## src/sv/ffba_pkg.sv

```systemverilog
`timescale 1ns / 1ps
`default_nettype none
// ----------------------------------------------------------------------------
// ffba_pkg
// Shared types and codes of the first-fit block allocator.
// ----------------------------------------------------------------------------
package ffba_pkg;

  localparam int unsigned SIZE_W = 16;
  localparam int unsigned HDR_W  = 7;

  // result status codes
  localparam logic [1:0] ST_OK      = 2'd0;
  localparam logic [1:0] ST_NOFIT   = 2'd1;
  localparam logic [1:0] ST_FULL    = 2'd2;
  localparam logic [1:0] ST_BADREL  = 2'd3;

  // config register indexes
  localparam logic CFG_ARENA  = 1'b0;
  localparam logic CFG_HEADER = 1'b1;

  localparam logic KIND_ALLOC   = 1'b0;
  localparam logic KIND_RELEASE = 1'b1;

  typedef enum logic [3:0] {
    S_INIT,     // clear table to one free block
    S_IDLE,
    S_SCAN,     // read entry at scan index
    S_EVAL,     // evaluate read data
    S_SHUP,     // shift entries up by one (split)
    S_SPLIT,    // write split pair
    S_RD_NB,    // read neighbors
    S_MERGE,    // decide merges
    S_SHDN,     // shift entries down (remove)
    S_DONE
  } state_t;

  // controller -> datapath
  typedef struct packed {
    logic init;
    logic start;      // latch input word, reset scan index
    logic scan_rd;    // issue read at scan index
    logic scan_inc;
    logic alloc_mark; // mark found block used (no split)
    logic shup_step;
    logic split_wr;
    logic free_mark;
    logic nb_rd;
    logic merge_step; // compute merge and set remove index
    logic shdn_step;
    logic set_status;
    logic [1:0] status;
    logic out_load;
  } ffba_cmd_t;

  // datapath -> controller
  typedef struct packed {
    logic is_alloc;
    logic scan_end;
    logic hit;       // entry matches search
    logic need_split;
    logic full;
    logic used_hit;  // release target currently in use
    logic shup_done;
    logic shdn_done;
    logic merge_more; // another merge pending
    logic merge_last; // left-neighbor check (or later) under way
    logic out_busy;
  } ffba_sts_t;

endpackage
`default_nettype wire

```

## src/sv/ffba_ctrl.sv

```systemverilog
`timescale 1ns / 1ps
`default_nettype none
// ----------------------------------------------------------------------------
// ffba_ctrl
// Sequencer for scan, split shift and merge shift of the block table.
// ----------------------------------------------------------------------------
module ffba_ctrl (
  input  wire logic              clk,
  input  wire logic              rst_n,
  input  wire logic              init_req,
  input  wire logic              in_fire,
  output logic                   in_rdy,
  input  wire ffba_pkg::ffba_sts_t sts,
  output ffba_pkg::ffba_cmd_t    cmd
);

  ffba_pkg::state_t state_r, state_nxt;

  // next state
  always_comb begin
    state_nxt = state_r;
    case (state_r)
      ffba_pkg::S_INIT:  state_nxt = ffba_pkg::S_IDLE;
      ffba_pkg::S_IDLE:  if (init_req) state_nxt = ffba_pkg::S_INIT;
                         else if (in_fire) state_nxt = ffba_pkg::S_SCAN;
      ffba_pkg::S_SCAN:  state_nxt = sts.scan_end ? ffba_pkg::S_DONE : ffba_pkg::S_EVAL;
      ffba_pkg::S_EVAL: begin
        if (!sts.hit) state_nxt = ffba_pkg::S_SCAN;
        else if (sts.is_alloc) begin
          if (!sts.need_split) state_nxt = ffba_pkg::S_DONE;
          else if (sts.full) state_nxt = ffba_pkg::S_DONE;
          else state_nxt = ffba_pkg::S_SHUP;
        end else if (!sts.used_hit) state_nxt = ffba_pkg::S_DONE;
        else state_nxt = ffba_pkg::S_RD_NB;
      end
      ffba_pkg::S_SHUP:  if (sts.shup_done) state_nxt = ffba_pkg::S_SPLIT;
      ffba_pkg::S_SPLIT: state_nxt = ffba_pkg::S_DONE;
      ffba_pkg::S_RD_NB: state_nxt = ffba_pkg::S_MERGE;
      ffba_pkg::S_MERGE: begin
        // no right merge: go on to the left-neighbor check
        if (sts.merge_more) state_nxt = ffba_pkg::S_SHDN;
        else if (sts.merge_last) state_nxt = ffba_pkg::S_DONE;
        else state_nxt = ffba_pkg::S_MERGE;
      end
      ffba_pkg::S_SHDN:  if (sts.shdn_done) state_nxt = ffba_pkg::S_RD_NB;
      ffba_pkg::S_DONE:  if (!sts.out_busy) state_nxt = ffba_pkg::S_IDLE;
      default:           state_nxt = ffba_pkg::S_INIT;
    endcase
  end

  // outputs
  always_comb begin
    cmd    = '0;
    in_rdy = 1'b0;
    case (state_r)
      ffba_pkg::S_INIT: cmd.init = 1'b1;
      ffba_pkg::S_IDLE: begin
        in_rdy    = !init_req;
        cmd.start = in_fire;
      end
      ffba_pkg::S_SCAN: begin
        cmd.scan_rd = !sts.scan_end;
        if (sts.scan_end) begin
          cmd.set_status = 1'b1;
          cmd.status = sts.is_alloc ? ffba_pkg::ST_NOFIT : ffba_pkg::ST_BADREL;
        end
      end
      ffba_pkg::S_EVAL: begin
        cmd.scan_inc = !sts.hit;
        if (sts.hit) begin
          cmd.set_status = 1'b1;
          if (sts.is_alloc) begin
            cmd.status = (sts.need_split && sts.full) ? ffba_pkg::ST_FULL : ffba_pkg::ST_OK;
            cmd.alloc_mark = !sts.need_split;
          end else begin
            cmd.status = sts.used_hit ? ffba_pkg::ST_OK : ffba_pkg::ST_BADREL;
            cmd.free_mark = sts.used_hit;
          end
        end
      end
      ffba_pkg::S_SHUP:  cmd.shup_step = 1'b1;
      ffba_pkg::S_SPLIT: cmd.split_wr = 1'b1;
      ffba_pkg::S_RD_NB: cmd.nb_rd = 1'b1;
      ffba_pkg::S_MERGE: cmd.merge_step = 1'b1;
      ffba_pkg::S_SHDN:  cmd.shdn_step = 1'b1;
      ffba_pkg::S_DONE:  cmd.out_load = !sts.out_busy;
      default: ;
    endcase
  end

  always_ff @(posedge clk) begin
    if (!rst_n) state_r <= ffba_pkg::S_INIT;
    else state_r <= state_nxt;
  end

endmodule
`default_nettype wire

```

## config.mk

```make
export PLATFORM = sky130hd
export DESIGN_NAME = ffba_ctrl
export DESIGN_NICKNAME = d
export VERILOG_FILES = /design/src/sv/ffba_pkg.sv /design/src/sv/ffba_ctrl.sv
export SDC_FILE = /design/constraint.sdc
export NUM_CORES = 1
export LEC_CHECK = 0
export BUFFER_PORTS_ARGS = -buffer_cell sky130_fd_sc_hd__buf_2
export CORE_AREA = 10 10 47 49
export CTS_BUF_LIST = sky130_fd_sc_hd__clkbuf_8
export CTS_CLUSTER_DIAMETER = 50
export DETAILED_ROUTE_END_ITERATION = 12
export DIE_AREA = 0 0 57 59
export GPL_TIMING_DRIVEN = 0
export PLACE_DENSITY = 0.78
export SYNTH_ARGS = -nofsm -noshare
export SYNTH_HDL_FRONTEND = slang
export SYNTH_SLANG_ARGS = --single-unit
export TNS_END_PERCENT = 50
```

## constraint.sdc

```tcl
create_clock -name clk -period 1.92 [get_ports clk]
set_input_delay 0.192 -clock clk [delete_from_list [all_inputs] [get_ports clk]]
set_output_delay 0.192 -clock clk [all_outputs]
set_load 0.05 [all_outputs]
```

==> out/metrics.yaml <==
status: "finished with violations"
violations: "negative setup slack"
ys_seq_elements: 4
clkSinkCount: 4
clock_skew_ns: 0.00404
setup_slack_ns: -0.103
postSynthAreaPerCell_um2: 6.46
worst-path-stages: 6
yosysTopAreaCellShare_pct: 15.3
report.final.slew_viol_count: 0
core_area_mm2: 0.00140
min_period_ns: 2.02
cts_hold_buf: 0
dp.final_hpwl_mm: 1.49
rows: 14
hold_violations: 0
place.gp.congestion: 0.909
finalCritPeriodShare_pct: 105
critPathLaunchType: "flop"
worst-setup-path-type: "reg -> out"
dr.pass1.iters: 2
endpoint_kind: "primary output"
finalSetupViolCount: 1
first_global_vias: 720
reg2reg_to: "state_r[2]"
cts-root-buf: "clkbuf_8"
num_vias: 740
maxSlewHeadroom_pct: 69.7
grt_max_degree: 11
grt.total_usage_pct: 10.7
pin_count: 31
endpoint: "cmd[2]"
synth_area_leaders: "dfxtp_1, nand2_1, a21oi_1, nor2_1, nor3_1"
rr_worst_depth: 6
drv_cap: 0
startpoint: "state_r[2]"
antenna_cells: 0
path_max_fanout: 2
syn_to_final_growth_pct: 53.3
fmax_ghz: 0.494
die_w_um: 57
clk_transition_reported_paths_ns: 0.03
final_common_cell: "buf_2"
crit_path_top_delay_cell: "or4_4"
top_register: "state_r"
r2r_start: "state_r[2]"
reg2reg_slack_ns: 0.11
post_drt_wl_per_cell_um: 14.0
htreeDepth: 1
syn_inst: 81
grt-ovfl-total: 0
dieArea_mm2: 0.00336
largest_reg_flops: 4
cp.arrival_ns: 1.83
final_cell_mix: "buf_2, nand2_1, nor2_1"
start_util_pct: 37.3
via_per_inst: 5.52
drtIter0Drc: 12
total_power_uw: 502
synth.cell_area_um2: 523
final_util_pct: 57.2
required_ns: 1.73
routed_wl_mm: 1.88
die_y_um: 59
rsz0062_at_grt: "true"
insertion_delay_ns: 0.22
grt_pass1_wl_mm: 3.05
crit_buf_inv: 1
fin_nets: 135
yosysWarnings: 0
worst_pin_slew_ns: 0.455
cts_tree: "done"
yosysTopAreaCell: "dfxtp_1"
p_per_area_mw_per_mm2: 626
drc: 0
path_cells: "nand2b_4, or4_4, nor2_4, a21oi_2, a2111oi_2, buf_4"
yosysSeqAreaShare_pct: 15.3
power_leakage_nw: 0.380
antenna_found_initial: 0
hold_class: "in -> reg"
drive_gt1_share_pct: 43.2
cp_top_family: "simple AND/OR/NAND/NOR gates"
final_antenna_net_count: 0
finalSetupTns_ns: -0.103
synth_nets: 96
cts_made_buffers: 3
fill_cells: 149
peakVddDrop_mv: 0.591
synthDistinctLibCells: 33
numPortBuffers: 30
cts_buffer_depth: 2
cp_slowest_stage_delay_ns: 0.43
top_regs: "state_r (4)"
## kinds of logic after synthesis
| logic type | after synthesis | share of synthesized area, % |
|---|---|---|
| buffers and inverters | 10 | 7.66 |
| AO/OA/AOI/OAI | 22 | 28.9 |
| flip-flops | 4 | 15.3 |
| AND/OR/NAND/NOR | 45 | 48.1 |
## cell type report
class / instances / area [µm²] / share of cell area [%]
Multi-Input combinational cell: 67 / 427 / 53.2
Timing Repair Buffer: 34 / 185 / 23.1
Tap cell: 16 / 20.0 / 2.50
Inverter: 5 / 18.8 / 2.34
Clock buffer: 3 / 41.3 / 5.15
Sequential cell: 4 / 85.1 / 10.6
Buffer: 5 / 25.0 / 3.12
## through the flow
step / worst slack (ns) / hold slack, ns / instances / cell area (µm²)
6_report: -0.103 / 0.216 / 134 / 802
2_1_floorplan: -0.520 / 0.310 / 81 / 533
3_5_place_dp: -0.0949 / 0.438 / 127 / 703
5_1_grt: -0.176 / 0.222 / 134 / 802
4_1_cts: -0.151 / 0.216 / 133 / 776
3_3_place_gp: -0.0691 / 0.429 / 127 / 703
## power breakdown
group	internal, mW	switching (mW)
clock	0.133	0.0392
combinational	0.0759	0.154
sequential	0.0910	0.00920
## layer usage
metal	vias to the layer above	part of all wire (%)	track usage, %
li1	374	-	-
met1	340	46	12.2
met2	26	45	16.9
met3	0	8.6	6.22
met4	0	0	2.68
met5	-	0	0
## worst reg2reg max path, stage by stage, from the launching register on
cell and delay, ns:
dfxtp_4 0.33, buf_4 0.15, or4b_1 0.52, or3_1 0.36, nand3_2 0.11, o41ai_1 0.08
o311a_1 0.13
## worst min path at each step
stage / slack [ns] / startpoint / cells after the start / end
3_5_place_dp: 0.44 / rst_n / 2 / state_r[0]
5_1_grt: 0.22 / rst_n / 2 / state_r[0]
2_1_floorplan: 0.31 / rst_n / 1 / state_r[0]
3_3_place_gp: 0.43 / rst_n / 2 / state_r[0]
4_1_cts: 0.22 / rst_n / 2 / state_r[0]
6_report: 0.22 / rst_n / 2 / state_r[0]
## timing repair
item                                    4_1_cts  5_1_grt
resized for setup                             4        9
buffers inserted                              3        1
pin swaps                                     3        3
endpoints found under the setup margin        3       10
## synthesized netlist by cell type, drive strengths merged
| cell type | count |
|---|---|
| nor2b | 2 |
| or4b | 1 |
| o211ai | 1 |
| and3 | 2 |
| clkbuf | 2 |
| a2111oi | 1 |
| nand2b | 3 |
| nor3b | 3 |
| nand3b | 1 |
| a211oi | 1 |
| buf | 3 |
| nor2 | 8 |
| nand2 | 11 |
| nand3 | 3 |
| or4 | 1 |
| nor4 | 3 |
| a21oi | 7 |
| dfxtp | 4 |
| o31ai | 2 |
| or2b | 1 |
| nor3 | 5 |
| a41oi | 1 |
| a311oi | 1 |
| o21a | 2 |
| a21bo | 1 |
| o21ai | 3 |
| or3 | 1 |
| o41ai | 1 |
| o311a | 1 |
| inv | 5 |
No activity file was read; power rests on OpenSTA's default activity.
